<file path="src/design/csvtok_pkg.sv">
package csvtok_pkg;

  localparam int FIELD_BUFFER_BYTES = 128;
  localparam logic [4:0] MAX_FIELDS = 5'd16;
  localparam logic [6:0] BYTE_LIMIT = 7'(FIELD_BUFFER_BYTES - 1);

  localparam logic [7:0] CH_QUOTE   = 8'h22;
  localparam logic [7:0] CH_COMMA   = 8'h2C;
  localparam logic [7:0] CH_NEWLINE = 8'h0A;
  localparam logic [7:0] CH_NUL     = 8'h00;

  localparam logic CMD_CHAR = 1'b0;

  localparam int MAX_RESULTS = 3;
  localparam int QDEPTH      = 4;
  localparam int QAW         = $clog2(QDEPTH);

  typedef enum logic [2:0] {
    EV_BYTE  = 3'd0,
    EV_FEND  = 3'd1,
    EV_LOK   = 3'd2,
    EV_LBAD  = 3'd3,
    EV_DONE  = 3'd4
  } ev_kind_t;

  typedef struct packed {
    ev_kind_t   kind;
    logic [7:0] data;
    logic [3:0] fnum;
    logic [6:0] fbytes;
  } result_t;

  // One accepted item expands into up to three results; cnt is never zero in the queue.
  typedef struct packed {
    logic [1:0]                  cnt;
    result_t [MAX_RESULTS-1:0]   res;
  } bundle_t;

  function automatic result_t mk_res(ev_kind_t k, logic [7:0] d, logic [3:0] f,
                                     logic [6:0] b);
    result_t r;
    r.kind   = k;
    r.data   = d;
    r.fnum   = f;
    r.fbytes = b;
    return r;
  endfunction

endpackage

</file>
<file path="src/design/csv_record_tokenizer.sv">
// CSV tokenizer: one character or end-of-input command per input beat.
// A result passes through a queue entry and then the output register before it reaches the output.
// Throughput: one item per cycle while the queue is not full; the output side delivers one
// result beat per cycle while pop is held, so each result of an item leaves as its own beat.
// A four-entry queue between parser and output decouples stalls on either side.
// Reset (rst_n low, synchronous) clears parser state, queue and output; expected_fields = 1.
module csv_record_tokenizer (
  input  logic       clk,
  input  logic       rst_n,
  input  logic       push,
  output logic       full,
  input  logic       in_cmd,
  input  logic [7:0] in_ch,
  output logic       empty,
  input  logic       pop,
  output logic [2:0] out_event_kind,
  output logic [7:0] out_data_byte,
  output logic [3:0] out_field_number,
  output logic [6:0] out_field_bytes,
  output logic       out_last_of_run,
  input  logic       cfg_valid,
  output logic       cfg_ready,
  input  logic [4:0] cfg_data
);
  import csvtok_pkg::*;

  logic    accept;
  logic    bundle_push;
  bundle_t bundle;
  logic    q_full;
  logic    head_valid;
  bundle_t head;
  logic    head_pop;
  result_t out_res;

  assign full = q_full;
  assign accept = push && !q_full;
  assign cfg_ready = 1'b1;

  csvtok_front u_front (
    .clk         (clk),
    .rst_n       (rst_n),
    .accept      (accept),
    .in_cmd      (in_cmd),
    .in_ch       (in_ch),
    .cfg_we      (cfg_valid),
    .cfg_data    (cfg_data),
    .bundle_push (bundle_push),
    .bundle      (bundle)
  );

  csvtok_queue u_queue (
    .clk        (clk),
    .rst_n      (rst_n),
    .wr_en      (bundle_push),
    .wr_data    (bundle),
    .q_full     (q_full),
    .head_valid (head_valid),
    .head       (head),
    .head_pop   (head_pop)
  );

  csvtok_back u_back (
    .clk        (clk),
    .rst_n      (rst_n),
    .head_valid (head_valid),
    .head       (head),
    .head_pop   (head_pop),
    .empty      (empty),
    .pop        (pop),
    .out_res    (out_res),
    .out_last   (out_last_of_run)
  );

  assign out_event_kind   = out_res.kind;
  assign out_data_byte    = out_res.data;
  assign out_field_number = out_res.fnum;
  assign out_field_bytes  = out_res.fbytes;

endmodule

</file>
<file path="src/design/csvtok_front.sv">
module csvtok_front (
  input  logic                 clk,
  input  logic                 rst_n,
  input  logic                 accept,
  input  logic                 in_cmd,
  input  logic [7:0]           in_ch,
  input  logic                 cfg_we,
  input  logic [4:0]           cfg_data,
  output logic                 bundle_push,
  output csvtok_pkg::bundle_t  bundle
);
  import csvtok_pkg::*;

  logic       line_open_r, line_open_nxt;
  logic       skipping_r, skipping_nxt;
  logic       at_start_r, at_start_nxt;
  logic       quoted_r, quoted_nxt;
  logic       prev_quote_r, prev_quote_nxt;
  logic [6:0] bcnt_r, bcnt_nxt;
  logic [3:0] fcnt_r, fcnt_nxt;
  logic       finished_r, finished_nxt;
  logic [4:0] exp_r;

  logic [4:0] eff_fields;

  always_comb begin
    if (exp_r == 5'd0) begin
      eff_fields = 5'd1;
    end else if (exp_r > MAX_FIELDS) begin
      eff_fields = MAX_FIELDS;
    end else begin
      eff_fields = exp_r;
    end
  end

  always_comb begin
    logic       lo, sk, fs, q, pq, fin;
    logic [6:0] bc;
    logic [3:0] fc;
    logic [1:0] n;
    logic       do_end, line_end, do_store, skip_close, tail_done, sep;
    bundle_t    b;

    lo = line_open_r;
    sk = skipping_r;
    fs = at_start_r;
    q = quoted_r;
    pq = prev_quote_r;
    fin = finished_r;
    bc = bcnt_r;
    fc = fcnt_r;
    n = 2'd0;
    b = '0;
    do_end = 1'b0;
    line_end = 1'b0;
    do_store = 1'b0;
    skip_close = 1'b0;
    tail_done = 1'b0;
    sep = (in_ch == CH_COMMA) || (in_ch == CH_NEWLINE);

    // Classify the item.
    if (fin) begin
      tail_done = 1'b1;
    end else if (in_cmd != CMD_CHAR) begin
      if (lo && !sk) begin
        do_end = 1'b1;
        line_end = 1'b1;
      end else if (lo) begin
        skip_close = 1'b1;
      end
      tail_done = 1'b1;
      fin = 1'b1;
    end else if (lo || in_ch != CH_NEWLINE) begin
      if (!lo) begin
        lo = 1'b1;
        fc = 4'd0;
        fs = 1'b1;
        q = 1'b0;
        pq = 1'b0;
        bc = 7'd0;
      end
      if (sk) begin
        if (in_ch == CH_NEWLINE) begin
          skip_close = 1'b1;
        end
      end else if (in_ch == CH_NUL) begin
        do_end = 1'b1;
      end else if (fs && in_ch == CH_QUOTE) begin
        fs = 1'b0;
        q = 1'b1;
        pq = 1'b0;
      end else begin
        fs = 1'b0;
        if (q) begin
          if (pq) begin
            if (sep) begin
              do_end = 1'b1;
              line_end = (in_ch == CH_NEWLINE);
            end else begin
              do_store = 1'b1;
              pq = 1'b0;
            end
          end else if (in_ch == CH_QUOTE) begin
            pq = 1'b1;
          end else begin
            do_store = 1'b1;
          end
        end else if (sep) begin
          do_end = 1'b1;
          line_end = (in_ch == CH_NEWLINE);
        end else begin
          do_store = 1'b1;
          pq = (in_ch == CH_QUOTE) && !pq;
        end
      end
    end

    // Expand into results, in the order they leave the block.
    if (do_store && bc < BYTE_LIMIT) begin
      bc = bc + 7'd1;
      b.res[n] = mk_res(EV_BYTE, in_ch, fc, bc);
      n = n + 2'd1;
    end
    if (do_end) begin
      b.res[n] = mk_res(EV_FEND, 8'd0, fc, bc);
      n = n + 2'd1;
      fs = 1'b1;
      q = 1'b0;
      pq = 1'b0;
      bc = 7'd0;
      if ({1'b0, fc} + 5'd1 >= eff_fields) begin
        if (line_end) begin
          b.res[n] = mk_res(EV_LOK, 8'd0, fc, 7'd0);
          n = n + 2'd1;
          lo = 1'b0;
          sk = 1'b0;
          fc = 4'd0;
        end else begin
          sk = 1'b1;
        end
      end else if (line_end) begin
        b.res[n] = mk_res(EV_LBAD, 8'd0, fc, 7'd0);
        n = n + 2'd1;
        lo = 1'b0;
        sk = 1'b0;
        fc = 4'd0;
      end else begin
        fc = fc + 4'd1;
      end
    end
    if (skip_close) begin
      b.res[n] = mk_res(EV_LBAD, 8'd0, fc, 7'd0);
      n = n + 2'd1;
      lo = 1'b0;
      sk = 1'b0;
      fc = 4'd0;
      fs = 1'b1;
      q = 1'b0;
      pq = 1'b0;
      bc = 7'd0;
    end
    if (tail_done) begin
      b.res[n] = mk_res(EV_DONE, 8'd0, 4'd0, 7'd0);
      n = n + 2'd1;
    end
    b.cnt = n;

    line_open_nxt = lo;
    skipping_nxt = sk;
    at_start_nxt = fs;
    quoted_nxt = q;
    prev_quote_nxt = pq;
    bcnt_nxt = bc;
    fcnt_nxt = fc;
    finished_nxt = fin;
    bundle = b;
    bundle_push = accept && (n != 2'd0);
  end

  always_ff @(posedge clk) begin
    if (!rst_n) begin
      line_open_r <= 1'b0;
      skipping_r <= 1'b0;
      at_start_r <= 1'b1;
      quoted_r <= 1'b0;
      prev_quote_r <= 1'b0;
      bcnt_r <= 7'd0;
      fcnt_r <= 4'd0;
      finished_r <= 1'b0;
    end else if (accept) begin
      line_open_r <= line_open_nxt;
      skipping_r <= skipping_nxt;
      at_start_r <= at_start_nxt;
      quoted_r <= quoted_nxt;
      prev_quote_r <= prev_quote_nxt;
      bcnt_r <= bcnt_nxt;
      fcnt_r <= fcnt_nxt;
      finished_r <= finished_nxt;
    end
  end

  always_ff @(posedge clk) begin
    if (!rst_n) begin
      exp_r <= 5'd1;
    end else if (cfg_we) begin
      exp_r <= cfg_data;
    end
  end

endmodule

</file>
<file path="src/design/csvtok_queue.sv">
module csvtok_queue (
  input  logic                 clk,
  input  logic                 rst_n,
  input  logic                 wr_en,
  input  csvtok_pkg::bundle_t  wr_data,
  output logic                 q_full,
  output logic                 head_valid,
  output csvtok_pkg::bundle_t  head,
  input  logic                 head_pop
);
  import csvtok_pkg::*;

  bundle_t          mem_r [QDEPTH];
  logic [QAW-1:0]   wr_ptr_r, rd_ptr_r;
  logic [QAW:0]     cnt_r, cnt_nxt;

  assign q_full = (cnt_r == (QAW+1)'(QDEPTH));
  assign head_valid = (cnt_r != '0);
  assign head = mem_r[rd_ptr_r];

  always_comb begin
    cnt_nxt = cnt_r;
    if (wr_en && !(head_pop && head_valid)) begin
      cnt_nxt = cnt_r + (QAW+1)'(1);
    end else if (!wr_en && head_pop && head_valid) begin
      cnt_nxt = cnt_r - (QAW+1)'(1);
    end
  end

  always_ff @(posedge clk) begin
    if (!rst_n) begin
      wr_ptr_r <= '0;
      rd_ptr_r <= '0;
      cnt_r <= '0;
    end else begin
      cnt_r <= cnt_nxt;
      if (wr_en) begin
        wr_ptr_r <= wr_ptr_r + QAW'(1);
      end
      if (head_pop && head_valid) begin
        rd_ptr_r <= rd_ptr_r + QAW'(1);
      end
    end
  end

  always_ff @(posedge clk) begin
    if (wr_en) begin
      mem_r[wr_ptr_r] <= wr_data;
    end
  end

endmodule

</file>
<file path="src/design/csvtok_back.sv">
module csvtok_back (
  input  logic                 clk,
  input  logic                 rst_n,
  input  logic                 head_valid,
  input  csvtok_pkg::bundle_t  head,
  output logic                 head_pop,
  output logic                 empty,
  input  logic                 pop,
  output csvtok_pkg::result_t  out_res,
  output logic                 out_last
);
  import csvtok_pkg::*;

  logic [1:0] idx_r;
  logic       ovld_r;
  result_t    ores_r;
  logic       olast_r;
  logic       load, is_last;

  // The output register refills in the same cycle its beat is taken.
  assign load = head_valid && (!ovld_r || pop);
  assign is_last = (idx_r == head.cnt - 2'd1);
  assign head_pop = load && is_last;

  assign empty = !ovld_r;
  assign out_res = ores_r;
  assign out_last = olast_r;

  always_ff @(posedge clk) begin
    if (!rst_n) begin
      idx_r <= 2'd0;
      ovld_r <= 1'b0;
    end else begin
      if (load) begin
        ovld_r <= 1'b1;
        idx_r <= is_last ? 2'd0 : idx_r + 2'd1;
      end else if (pop) begin
        ovld_r <= 1'b0;
      end
    end
  end

  always_ff @(posedge clk) begin
    if (load) begin
      ores_r <= head.res[idx_r];
      olast_r <= is_last;
    end
  end

endmodule

</file>
<file path="config.mk">
export PLATFORM = sky130hd
export DESIGN_NAME = csv_record_tokenizer
export DESIGN_NICKNAME = d
export VERILOG_FILES = /design/src/design/csvtok_pkg.sv /design/src/design/csv_record_tokenizer.sv /design/src/design/csvtok_front.sv /design/src/design/csvtok_queue.sv /design/src/design/csvtok_back.sv
export SDC_FILE = /design/constraint.sdc
export NUM_CORES = 1
export LEC_CHECK = 0
export ABC_AREA = 1
export BUFFER_PORTS_ARGS = -buffer_cell sky130_fd_sc_hd__buf_2
export CORE_UTILIZATION = 46
export DETAILED_ROUTE_END_ITERATION = 10
export PLACE_DENSITY = 0.58
export SLEW_MARGIN = 20
export SYNTH_ARGS = -nofsm -noshare
export SYNTH_HDL_FRONTEND = slang
export SYNTH_SLANG_ARGS = --single-unit
</file>
<file path="constraint.sdc">
create_clock -name clk -period 6.7 [get_ports clk]
set_input_delay 0.67 -clock clk [delete_from_list [all_inputs] [get_ports clk]]
set_output_delay 0.67 -clock clk [all_outputs]
set_load 0.05 [all_outputs]
</file>
==> results by stage, run 1 <==
Run status:
- The run finished, with violations left.
- The final reports fail on DRC.

Floorplan:
- The number of core rows is 54.
- In this run the count of I/O pins placed on the die edge is 45.
- The height of the die is between 150 and 200 um.
- The horizontal extent of the die is ~150 um.
- The starting utilization of the core area is 47.24%.
- The area of the die is around 23000 um2.
- The area of the core is 22030 um2.

Synthesis:
- The number of flops mapped to enable cells by yosys is between 200 and 250.
- The instance count of the mapped netlist is roughly 970.
- The synthesized area divided by synthesized cell count is 10.70 um2.
- The cell area that synthesis handed to floorplanning was 10400 um2.
- The top cell type's share of synthesized area is 58.59%.
- The flop and latch count out of synthesis is about 240.
- The share of the yosys chip area belonging to registers is around two thirds.
- The fraction of registers with async set/reset is 0%.
- Sorting the synthesized cells by area gives the leading types as sky130_fd_sc_hd__edfxtp_1 (59%), sky130_fd_sc_hd__dfxtp_1 (6.5%), sky130_fd_sc_hd__nor2_1 (5.7%).
- After synthesis, the netlist uses between 40 and 50 different library cells.
- During synthesis, Yosys emitted a total of 0 warnings.
- The largest area contributor in the netlist is sky130_fd_sc_hd__edfxtp_1.
- Among all flip-flop cells after synthesis, the most frequent one is sky130_fd_sc_hd__edfxtp_1.

STA:
- The headroom to the max-slew limit is between 20% and 30%.
- Summed over all failing endpoints, the final setup total negative slack is 0 ns.
- The hold violation total from the final report came to 0.
- The measured slew at the worst slew-check pin is around 1.1 ns.
- Of the available clock period, the critical path in the final layout requires 72.58%.
- The number of pins with negative max-slew slack in the final report is 0.
- The worst path in the final design needs a cycle of between 4 and 5 ns, including I/O delays and setup.
- Setup repair after global routing left no endpoint under its margin.
- Clock skew on the completed layout was measured at around 0.015 ns.
- Setup violations remaining at the end of the flow were counted as 0.
- Timing would allow up to a little over 0.2 GHz.

CTS:
- In this run the number of H-tree levels came out at 1.
- The clock transition at the register clock pins on the worst setup and hold paths after CTS is ~0.06 ns.
- Counting the buffers created by CTS gives 25.
- The cell at the root of the clock tree is sky130_fd_sc_hd__clkbuf_16.
- The clock tree buffer depth is 3.
- At the later pin of the worst-skew pair, clock insertion delay measures ~0.53 ns.
- The number of post-CTS setup repair buffers is 0.
- Buffers inserted to repair hold after CTS numbered 0.
- TritonCTS built the clock tree.
- Once the clock tree was built, the resizer swapped 0 gates to a different size.
- CTS saw 237 sinks.

GRT:
- The initial antenna violation count is 1.
- The number of global-route vias before repair is 6927.
- The combined global-route utilization of all metal layers is between 20% and 30%.
- The first-pass GRT wire length is around 38 mm.
- The total overflow left after global routing is 0.
- The maximum number of pins on one net before global-route repair is 59.

Worst setup path:
- STA classifies the critical path startpoint as a primary input.
- STA classifies the critical path endpoint as a flop.
- In this run the register-to-register setup slack is about 2.0 ns.
- The data arrival at the endpoint of the critical path is between 5 and 6 ns.
- The worst-case reg-to-reg path depth is 21.
- Along the worst path, the maximum fanout reaches 31.
- The worst register-to-register path ends at u_queue.mem_r[1][30]$_DFFE_PP_.
- The required time of the critical path is a little under 7 ns.
- The worst setup path is of the primary input to flop kind.
- The startpoint of the worst setup timing path is in_ch[5].
- The worst flop-to-flop path startpoint is u_front.line_open_r$_SDFFE_PN0P_.

Hold path:
- The worst hold path passes through 3 cells.
- The min-delay analysis places its worst path in the category primary input to flop.
- The worst hold path begins at cfg_data[0].
- The worst hold path endpoint is u_front.exp_r[0]$_SDFFE_PN1P_.

Finish:
- Of the cells placed in the final design, the portion with a size suffix greater than 1 is a little under an eighth.
- For this run, the post-layout net count is approximately 1100.
- The number of antenna diodes in the final layout is 0.
- The finished layout holds 1339 standard cells, fillers aside.
- Relative to the synthesized area, the layout overhead comes to 13.23%.
- The utilization of the core after routing is 53.49%.

Drt:
- The initial DRC count is between 500 and 600.
- The routed via count is ~7200.
- The post-detailed-route count of antenna-violating nets is 0.
- In the routed design, unresolved DRC markers number 2.
- The post-detailed-route wirelength per cell is about 18 um.
- The number of vias per cell is about 5.4.
- The final layout contains routed wiring with a total length of around 24 mm.
- The first detailed-routing pass took 9 iterations.

Pwr:
- The total leakage power is around 4.6 nW.
- The areal power density over the cells is between 400 and 500 nW/um2.
- The worst-case IR drop observed on VDD is 0.0001970 V.

Place:
- The routability-driven placement congestion ratio is 0.8366.
- The HPWL after detailed placement is about 15 mm.
- The number of placed instances, taps included, is between 1000 and 1500.
- The number of I/O port buffers is 43.

Run:
- Max-cap violations in this run came to 0.
==> layer usage <==
layer / vias to the layer above / global-route usage [%] / share of wire, %
li1: 3523 / - / -
met1: 3418 / 29.37 / 46
met4: 2 / 5.442 / 1.9
met2: 201 / 34.67 / 47
met5: - / 0 / 0.053
met3: 38 / 2.958 / 5.2
==> state kept, by name, summed over array words and instances (netlist names), 2 cells and up, named ones only <==
signal / flops
u_queue.wr_ptr_r: 2
u_front.exp_r: 5
u_back.idx_r: 2
u_queue.mem_r: 180
u_back.out_res: 22
u_queue.cnt_r: 3
u_front.fcnt_r: 4
u_front.bcnt_r: 7
u_queue.rd_ptr_r: 2
==> cells by family (layout without fill, tap and decap cells) <==
| family | Yosys count | in the layout | share of synthesized area, % |
|---|---|---|---|
| AOI/OAI and AO/OA | 216 | 216 | 11.65 |
| xor gates and xnor gates | 5 | 5 | 0.4209 |
| adders and majority gates | 24 | 24 | 2.958 |
| buffers and inverters | 120 | 184 | 4.461 |
| DFF | 237 | 237 | 65.13 |
| other | 2 | 25 | 0.07218 |
| and+or+nand+nor | 368 | 368 | 15.31 |
==> power by group <==
group / internal [mW] / total [mW] / switching, mW
Sequential: 1.93 / 1.99 / 0.0664
Clock: 0.694 / 1.25 / 0.555
Combinational: 0.363 / 1.48 / 1.12
==> per-stage QoR <==
step / setup slack, ns / total power [mW] / cell area, um2 / hold slack [ns]
3_5_place_dp: 1.318 / 3.516 / 11060 / 0.4500
3_3_place_gp: 1.414 / 3.508 / 11060 / 0.4469
6_report: 1.837 / 4.723 / 11780 / 0.3577
2_1_floorplan: 0.9523 / 3.077 / 10490 / 0.4211
5_1_grt: 1.427 / 4.955 / 11780 / 0.3626
4_1_cts: 1.863 / 4.763 / 11780 / 0.3517
==> worst max-delay path, stage by stage <==
cell and delay [ns]:
sky130_fd_sc_hd__buf_2 0.11, sky130_fd_sc_hd__nor2_1 0.09, sky130_fd_sc_hd__nand2_1 0.15, sky130_fd_sc_hd__inv_2 0.11, sky130_fd_sc_hd__nand2_4 0.08, sky130_fd_sc_hd__nand3_4 0.14, sky130_fd_sc_hd__nand2_1 0.14, sky130_fd_sc_hd__nor2_4 0.14
sky130_fd_sc_hd__nand3_2 0.10, sky130_fd_sc_hd__nand2_4 0.27, sky130_fd_sc_hd__inv_1 0.24, sky130_fd_sc_hd__ha_1 0.34, sky130_fd_sc_hd__nand3_1 0.11, sky130_fd_sc_hd__nand2_4 0.14, sky130_fd_sc_hd__inv_1 0.05, sky130_fd_sc_hd__ha_1 0.30
sky130_fd_sc_hd__o21ai_0 0.26, sky130_fd_sc_hd__inv_1 0.10, sky130_fd_sc_hd__ha_1 0.28, sky130_fd_sc_hd__nand2_1 0.07, sky130_fd_sc_hd__nand2_1 0.10, sky130_fd_sc_hd__nand3_2 0.14, sky130_fd_sc_hd__nand2_4 0.14, sky130_fd_sc_hd__nor2_4 0.48
sky130_fd_sc_hd__buf_12 0.30
==> final cells by class <==
class	count	area [um2]
Multi-Input combinational cell	638	3298
Clock buffer	36	666.9
Tap cell	280	350.3
Clock inverter	9	55.05
Sequential cell	237	6778
Inverter	84	315.3
Fill cell	1958	10240
Timing Repair Buffer	55	317.8
==> cells in the final DEF, fill, tap and decap left out, types with 8 or more instances in the layout <==
cell type                     n
sky130_fd_sc_hd__edfxtp_1   203
sky130_fd_sc_hd__nor2_1     153
sky130_fd_sc_hd__nand2_1    130
sky130_fd_sc_hd__o21ai_0    109
sky130_fd_sc_hd__inv_1       75
sky130_fd_sc_hd__buf_2       43
sky130_fd_sc_hd__o22ai_1     40
sky130_fd_sc_hd__nand3_1     38
sky130_fd_sc_hd__a21oi_1     37
sky130_fd_sc_hd__dfxtp_1     33
sky130_fd_sc_hd__conb_1      25
sky130_fd_sc_hd__clkbuf_16   25
sky130_fd_sc_hd__ha_1        23
sky130_fd_sc_hd__clkbuf_1    11
sky130_fd_sc_hd__buf_4       11
sky130_fd_sc_hd__nor3_1       8
==> cells in the mapped netlist (4+ instances only) <==
library cell	instances
sky130_fd_sc_hd__a21oi_1	37
sky130_fd_sc_hd__a22o_1	7
sky130_fd_sc_hd__clkbuf_1	32
sky130_fd_sc_hd__dfxtp_1	34
sky130_fd_sc_hd__edfxtp_1	203
sky130_fd_sc_hd__ha_1	23
sky130_fd_sc_hd__inv_1	75
sky130_fd_sc_hd__inv_2	6
sky130_fd_sc_hd__nand2_1	130
sky130_fd_sc_hd__nand2_2	6
sky130_fd_sc_hd__nand2_4	5
sky130_fd_sc_hd__nand3_1	38
sky130_fd_sc_hd__nand3_2	4
sky130_fd_sc_hd__nand4_1	6
sky130_fd_sc_hd__nor2_1	158
sky130_fd_sc_hd__nor3_1	8
sky130_fd_sc_hd__o21ai_0	109
sky130_fd_sc_hd__o22ai_1	40
sky130_fd_sc_hd__or2_1	5
sky130_fd_sc_hd__xor2_1	4
==> how the worst max path moves through the flow <==
stage                                                 to  slack [ns]  cells after the start
final                     u_queue.mem_r[1][30]$_DFFE_PP_        1.84                     25
after global routing      u_queue.mem_r[1][64]$_DFFE_PP_        1.43                     25
after CTS                 u_queue.mem_r[1][64]$_DFFE_PP_        1.86                     25
after detailed placement  u_queue.mem_r[1][19]$_DFFE_PP_        1.32                     25
after global placement    u_queue.mem_r[1][43]$_DFFE_PP_        1.41                     25
after floorplan            u_queue.mem_r[0][0]$_DFFE_PP_        0.95                     23
(Power assumes the default switching activity.)
==> inputs of run 2 (changes only) <==
Settings changed: PLACE_DENSITY 0.58 to 0.61.
Clock period 6.7 ns to 4.4 ns, I/O delays scaled along.
==> results by stage, run 2 (synthesis gave the netlist of run 1 again) <==
Run status:
- The run finished, with violations left.
- The final reports fail on DRC.

Finish:
- Counting flops per register, the top entry is u_queue.mem_r.
- The library cell used most frequently in the layout, excluding fill and tap cells, is sky130_fd_sc_hd__edfxtp_1.
- In the layout the commonest cells are sky130_fd_sc_hd__edfxtp_1 (203), sky130_fd_sc_hd__nor2_1 (153), sky130_fd_sc_hd__nand2_1 (130).
- After filler insertion, the fill cell instance count of the layout stands at 1927.
- For this run, the post-layout net count is 1104.
- The layout cell share with drive strength beyond 1 is between 10% and 20%.
- The sequential cells in the finished layout cover a total of 6779 um2.
- The repair_antennas step left the layout with diodes totalling 0.
- The register with the most flip-flops in the layout has 180 of them.
- In the final layout, the multi-input gates occupy between 3000 and 4000 um2.
- Compared with the post-synthesis result, the final layout area differs by 15.72%.

Place:
- The HPWL after detailed placement is 14.79 mm.
- The number of I/O port buffers is between 40 and 50.
- The routability-driven placement congestion ratio is just over 0.9.

STA:
- Summed over all failing endpoints, the final setup total negative slack is 0 ns.
- The final critical path takes up 90.77% of the cycle.
- The measured slew at the worst slew-check pin is approximately 1.1 ns.
- The minimum period implied by the final worst setup slack is 3.994 ns.
- The highest clock frequency the design can meet is 0.2504 GHz.
- The number of pins with negative max-slew slack in the final report is 0.
- Setup repair after global routing left no endpoint under its margin.
- The final setup skew is about 0.0081 ns.
- The hold violation total from the final report is 0.
- The final-report setup violation count is 0.
- The headroom to the max-slew limit is approximately 24%.

GRT:
- The number of global-route vias before repair is 6924.
- The maximum number of pins on one net before global-route repair is between 80 and 90.
- The initial antenna violation count is 0.
- Global routing consumed, over all layers together, around a fifth of the routing resources.
- Global routing finished with a remaining overflow of 0.
- The first global-routing pass estimated approximately 37 mm of wire.

CTS:
- The total clock sinks is ~240.
- TritonCTS built the clock tree.
- Post-CTS timing repair inserted 0 buffers for setup.
- At the later pin of the worst-skew pair, clock insertion delay measures 0.52 ns.
- The cell at the root of the clock tree is sky130_fd_sc_hd__clkbuf_16.
- The maximum level of the CTS H-tree is 1.
- Clock tree synthesis inserted a total of 26 buffers.
- The clock transition at the register clock pins on the worst setup and hold paths after CTS is 0.06 ns.
- After clock tree synthesis, the flow added hold-fix buffers numbering 0.
- The clock passes through at most 3 buffers.

Worst setup path:
- The required time of the critical path is approximately 4.8 ns.
- The endpoint of the lowest-slack register-to-register path is u_queue.cnt_r[2]$_SDFFE_PN0P_.
- STA classifies the critical path endpoint as a flop.
- The kind of start point of the critical path is a flop.
- The startpoint of the worst setup timing path is u_front.line_open_r$_SDFFE_PN0P_.
- Following the worst setup path forward leads to its endpoint at u_queue.cnt_r[2]$_SDFFE_PN0P_.
- The largest driver fanout on the critical path is 19.
- The worst reg-to-reg setup slack is 0.41 ns.
- In this run the critical register-to-register path is launched from u_front.line_open_r$_SDFFE_PN0P_.
- The type of the worst setup path is flop to flop.
- For the worst flop-to-flop path, the logic depth is 23.
- The data arrival at the endpoint of the critical path is ~4.4 ns.

Hold path:
- The tightest min-delay check is of the primary input to flop type.

Floorplan:
- The height of the die is approximately 150 um.
- The area of the die is ~23000 um2.
- From left edge to right edge, the die measures about 150 um.
- The number of core rows is 54.
- The area of the core is roughly 22000 um2.
- The starting utilization of the core area is between 40 and 50%.
- In this run the count of I/O pins placed on the die edge is 45.

Pwr:
- The maximum resistive drop on vdd is between 0.0005 and 0.0006 V.
- The total power is 7.361 mW.
- For this design the static power due to leakage is 4.728 nW.
- Power spread over the standard cell area amounts to about 610 nW/um2.

Drt:
- After detailed routing, the average wire length per cell comes to between 15 and 20 um.
- In the routed design, unresolved DRC markers number 5.
- The count of nets left with antenna violations once routing finished came out at 0.
- The routed via count is a little over 7000.
- Before antenna repair, the detailed router went through 8 iterations.
- The number of vias per cell is around 5.3.
- The initial DRC count is ~600.
- After detailed routing, the total wire length is 23.62 mm.

Run:
- The max-capacitance violation count is 0.
-- run 2: changes by cell type in the layout (fill, tap and decap cells not counted), sizes merged --
cell	before	now
clkbuf	36	38
buf	55	74
bufinv	0	1
inv	83	82
clkinvlp	0	1
clkinv	10	9
-- run 2: metal layers --
layer  global-route usage [%]  share of wire (%)
met4                    5.831                2.0
met5                        0                  0
met1                    28.84                 45
met2                    33.29                 46
met3                    3.356                6.2
-- run 2: cell type report --
type / instances / area share [%]
clock inverters: 9 / 0.6027
inverters: 84 / 2.619
flip-flops and latches: 237 / 56.30
clock buffers: 38 / 6.038
repair buffers: 74 / 4.136
well taps: 280 / 2.910
multi-input cells: 638 / 27.39
-- run 2: through the flow --
stage	setup slack, ns	hold slack, ns	util (%)	cell area (um2)	cells
6_report	0.4060	0.1333	54.66	12040	1360
3_5_place_dp	-0.02652	0.4431	51.03	11240	1313
5_1_grt	0.04245	0.1248	54.66	12040	1360
3_3_place_gp	0.1258	0.4403	51.03	11240	1313
4_1_cts	0.2410	0.1212	54.66	12040	1360
2_1_floorplan	-0.3736	0.4211	-	10500	995
-- run 2: worst min path at each step --
stage | from | end | slack [ns] | depth (start not counted)
4_1_cts | cfg_data[0] | u_front.exp_r[0]$_SDFFE_PN1P_ | 0.12 | 3
2_1_floorplan | u_front.at_start_r$_SDFFE_PN1P_ | u_front.at_start_r$_SDFFE_PN1P_ | 0.42 | 2
3_5_place_dp | u_front.at_start_r$_SDFFE_PN1P_ | u_front.at_start_r$_SDFFE_PN1P_ | 0.44 | 2
5_1_grt | cfg_data[0] | u_front.exp_r[0]$_SDFFE_PN1P_ | 0.12 | 3
3_3_place_gp | u_front.at_start_r$_SDFFE_PN1P_ | u_front.at_start_r$_SDFFE_PN1P_ | 0.44 | 2
6_report | cfg_data[0] | u_front.exp_r[0]$_SDFFE_PN1P_ | 0.13 | 3
-- run 2: what timing repair did --
item                                    in CTS  in global routing
resized for setup                            0                  2
endpoints found under the hold margin        0                  0
endpoints found under the setup margin       0                  1
-- run 2: power by group --
group	internal [mW]	leakage [nW]	switching, mW
Combinational	0.591	2.13	1.70
Clock	1.20	0.387	0.837
Sequential	2.93	2.22	0.108
-- run 2: worst max-delay path: stages (launching register included) --
cell and delay [ns]:
sky130_fd_sc_hd__dfxtp_2 0.38, sky130_fd_sc_hd__inv_2 0.09, sky130_fd_sc_hd__or2_1 0.24, sky130_fd_sc_hd__nand3_2 0.10, sky130_fd_sc_hd__nand4_1 0.11, sky130_fd_sc_hd__a21oi_2 0.18, sky130_fd_sc_hd__nand2_4 0.06, sky130_fd_sc_hd__buf_4 0.22
sky130_fd_sc_hd__ha_1 0.21, sky130_fd_sc_hd__inv_1 0.07, sky130_fd_sc_hd__nand3_1 0.10, sky130_fd_sc_hd__ha_1 0.32, sky130_fd_sc_hd__o21ai_1 0.20, sky130_fd_sc_hd__inv_1 0.09, sky130_fd_sc_hd__ha_1 0.27, sky130_fd_sc_hd__nand2_1 0.06
sky130_fd_sc_hd__nand2_1 0.08, sky130_fd_sc_hd__nand3_2 0.13, sky130_fd_sc_hd__nand3_1 0.15, sky130_fd_sc_hd__fa_1 0.48, sky130_fd_sc_hd__inv_1 0.08, sky130_fd_sc_hd__nand3_2 0.07, sky130_fd_sc_hd__a21oi_1 0.13, sky130_fd_sc_hd__nor2_1 0.06
==> inputs of run 3 (changes only) <==
Settings changed: CTS_BUF_LIST set to sky130_fd_sc_hd__clkbuf_8.
==> results by stage, run 3 (synthesis gave the netlist of run 1 again) <==
Finish:
- From synthesis to final layout, the design area changed by 15.03%.
- The top cell types in the final layout, fill and taps aside, are sky130_fd_sc_hd__edfxtp_1 (203), sky130_fd_sc_hd__nor2_1 (153), sky130_fd_sc_hd__nand2_1 (130).
- The largest register by flop count is u_queue.mem_r.
- The number of filler instances in the final layout is between 1500 and 2000.
- The layout net count is 1118.
- The flip-flop count of the largest register, all copies and words added is between 150 and 200.
- For this run, the share of the core covered by cells in the final layout is about 54%.
- The commonest non-fill, non-tap cell in the layout is sky130_fd_sc_hd__edfxtp_1.
- Once layout is complete, the cells apart from fillers number ~1400.
- The layout cell share with drive strength beyond 1 is approximately 15%.
- The antenna diode count is 0.

GRT:
- The combined global-route utilization of all metal layers is 20.88%.
- The first-pass GRT wire length is 37.62 mm.
- Entering global routing, the biggest net connects a little under 90 pins.
- The overall overflow remaining after global route is 0.
- The number of global-route vias before repair was 7025.
- The initial antenna violation count was 0.

Drt:
- The routed via count is 7361.
- The met2 wire length is ~11 mm.
- The highest layer touched by signal routing is met4.
- The post-detailed-route wirelength per cell is 17.18 um.
- After detailed routing, the met3 layer carries around 1.6 mm of wire.
- After detailed routing, the number of vias per cell comes to approximately 5.3.
- The count of nets left with antenna violations once routing finished came out at 0.
- For this block, wires on met1 add up to 10.61 mm.
- The initial DRC count is 712.
- The final wirelength is between 20 and 25 mm.
- The first TritonRoute pass finished after 8 iterations.
- After detailed routing, the number of remaining DRC violations is 5.

Pwr:
- In this run the power density over the cells is 592.7 nW/um2.
- The total power is around 7 mW.
- In this run the static leakage power is ~4.8 nW.
- The maximum resistive drop on vdd is roughly 0.0006 V.

STA:
- The minimum period implied by the final worst setup slack is ~4.0 ns.
- Dividing the final minimum period by the clock period gives 90.75%.
- The total negative slack is 0 ns.
- For the pin with the worst max-slew slack, the measured transition is roughly 1.2 ns.
- The hold violation total from the final report is 0.
- Setup repair after global routing left no endpoint under its margin.
- In this run the tightest slew margin relative to its limit is about a fifth.
- The number of pins with negative max-slew slack in the final report was 0.
- The clock arrives with 0.01319 ns of skew.
- Setup violations remaining at the end of the flow were counted as 0.
- The highest clock frequency the design can meet is around 0.25 GHz.

Worst setup path:
- The worst flop-to-flop path startpoint is u_front.line_open_r$_SDFFE_PN0P_.
- The worst setup path is of the flop to flop kind.
- The data arrival at the endpoint of the critical path is approximately 4.4 ns.
- The endpoint class of the critical path is a flop.
- The worst reg-to-reg setup slack is 0.41 ns.
- The required time of the critical path is around 4.8 ns.
- The endpoint identified for the worst register-to-register timing path is u_queue.cnt_r[2]$_SDFFE_PN0P_.
- The largest driver fanout on the critical path is 19.
- The kind of start point of the critical path is a flop.
- Measured in cells, the most critical reg-to-reg path has a length of 23.

CTS:
- The clock transition at the register clock pins on the worst setup and hold paths after CTS is roughly 0.06 ns.
- The total clock buffers created by CTS is 40.
- The maximum level of the CTS H-tree is 2.
- The cell at the root of the clock tree is sky130_fd_sc_hd__clkbuf_8.
- CTS saw roughly 240 sinks.
- The CTS tree is yes.
- The later-pin clock latency in the skew report is between 0.5 and 0.6 ns.
- No sink is reached through more buffers than the 3 on the longest clock path.

Hold path:
- The worst hold path endpoint is u_front.exp_r[0]$_SDFFE_PN1P_.
- The worst hold path begins at cfg_data[0].
- The class of the tightest hold or removal check is primary input to flop.
- The hold-critical path depth is 3.

Floorplan:
- Once the floorplan was initialized, standard cells occupied a little under half of the core.
- The area of the die is 23220 um2.
- Measured along the y axis, the die boundary spans roughly 150 um.
- During I/O placement, the number of pins put on the boundary was between 40 and 50.
- The horizontal extent of the die is 152.4 um.
- The area of the core is roughly 22000 um2.
- The number of core rows is between 50 and 60.

Run status:
- The flow ran to the end, but the final reports show violations.
- The checks that failed: DRC.

Run:
- The tool flagged a number of max-cap violations equal to 0.

Place:
- The HPWL after detailed placement is about 15 mm.
- The routability-driven placement congestion ratio is just over 0.9.
- Buffers placed on the I/O ports in this run total between 40 and 50.
- The instance count after placement with tap cells included is 1313.
==> run 3: changes by cell type in the layout (fill, tap and decap cells not counted) <==
cell	previous run	this run
sky130_fd_sc_hd__bufinv_16	1	0
sky130_fd_sc_hd__clkbuf_1	10	0
sky130_fd_sc_hd__clkbuf_16	27	0
sky130_fd_sc_hd__clkbuf_8	1	43
sky130_fd_sc_hd__clkinv_1	5	10
sky130_fd_sc_hd__clkinv_2	3	9
sky130_fd_sc_hd__clkinv_4	1	0
sky130_fd_sc_hd__inv_1	75	87
sky130_fd_sc_hd__inv_6	0	1
==> run 3: cell type report <==
| type | count | area, um2 | share of cell area (%) |
|---|---|---|---|
| sequential | 237 | 6779 | 56.64 |
| multi-input combinational | 638 | 3298 | 27.56 |
| clock inverter | 31 | 136.4 | 1.139 |
| timing repair buffer | 74 | 498.0 | 4.161 |
| clock buffer | 43 | 591.8 | 4.945 |
| tap | 280 | 350.3 | 2.927 |
| inverter | 84 | 315.3 | 2.634 |
==> run 3: power by group <==
part | switching [mW] | internal [mW] | leakage (nW)
clock | 0.857 | 0.909 | 0.425
combinational | 1.70 | 0.590 | 2.13
sequential | 0.108 | 2.93 | 2.22
==> run 3: timing repair <==
action                                  4_1_cts  5_1_grt
gates resized for setup                       0        2
buffers inserted                              0        0
hold buffers                                  0        0
endpoints found under the setup margin        0        1
==> run 3: per-stage QoR <==
stage,instance area [um2],hold WS [ns],setup slack [ns]
floorplan,10500,0.4211,-0.3736
global placement,11240,0.4403,0.1258
detailed placement,11240,0.4431,-0.02652
CTS,11970,0.09471,0.2308
global route,11970,0.1010,0.02863
finish,11970,0.1253,0.4070
==> run 3: how the worst max path moves through the flow <==
| stage | depth (start not counted) | endpoint | start | slack [ns] |
|---|---|---|---|---|
| 4_1_cts | 23 | u_queue.cnt_r[2]$_SDFFE_PN0P_ | u_front.line_open_r$_SDFFE_PN0P_ | 0.23 |
| 3_3_place_gp | 28 | u_queue.cnt_r[2]$_SDFFE_PN0P_ | in_ch[4] | 0.13 |
| 2_1_floorplan | 23 | u_queue.mem_r[0][0]$_DFFE_PP_ | in_ch[0] | -0.37 |
| 3_5_place_dp | 28 | u_queue.cnt_r[2]$_SDFFE_PN0P_ | in_ch[7] | -0.03 |
| 5_1_grt | 23 | u_queue.cnt_r[2]$_SDFFE_PN0P_ | u_front.finished_r$_SDFFE_PN0P_ | 0.03 |
| 6_report | 23 | u_queue.cnt_r[2]$_SDFFE_PN0P_ | u_front.line_open_r$_SDFFE_PN0P_ | 0.41 |
==> run 3: critical path, stage by stage, from the launching register on <==
cell,delay (ns)
sky130_fd_sc_hd__dfxtp_2,0.38
sky130_fd_sc_hd__inv_2,0.10
sky130_fd_sc_hd__or2_1,0.24
sky130_fd_sc_hd__nand3_2,0.10
sky130_fd_sc_hd__nand4_1,0.11
sky130_fd_sc_hd__a21oi_2,0.18
sky130_fd_sc_hd__nand2_4,0.06
sky130_fd_sc_hd__buf_4,0.22
sky130_fd_sc_hd__ha_1,0.21
sky130_fd_sc_hd__inv_1,0.07
sky130_fd_sc_hd__nand3_1,0.10
sky130_fd_sc_hd__ha_1,0.32
sky130_fd_sc_hd__o21ai_1,0.20
sky130_fd_sc_hd__inv_1,0.09
sky130_fd_sc_hd__ha_1,0.28
sky130_fd_sc_hd__nand2_1,0.07
sky130_fd_sc_hd__nand2_1,0.08
sky130_fd_sc_hd__nand3_2,0.12
sky130_fd_sc_hd__nand3_1,0.15
sky130_fd_sc_hd__fa_1,0.48
sky130_fd_sc_hd__inv_1,0.08
sky130_fd_sc_hd__nand3_2,0.07
sky130_fd_sc_hd__a21oi_1,0.13
sky130_fd_sc_hd__nor2_1,0.06
==> run 3: routing by layer <==
| layer | up-vias | track usage (%) |
|---|---|---|
| met5 | - | 0 |
| met4 | 0 | 7.677 |
| met3 | 59 | 4.238 |
| met1 | 3468 | 28.50 |
| li1 | 3588 | - |
| met2 | 246 | 33.09 |
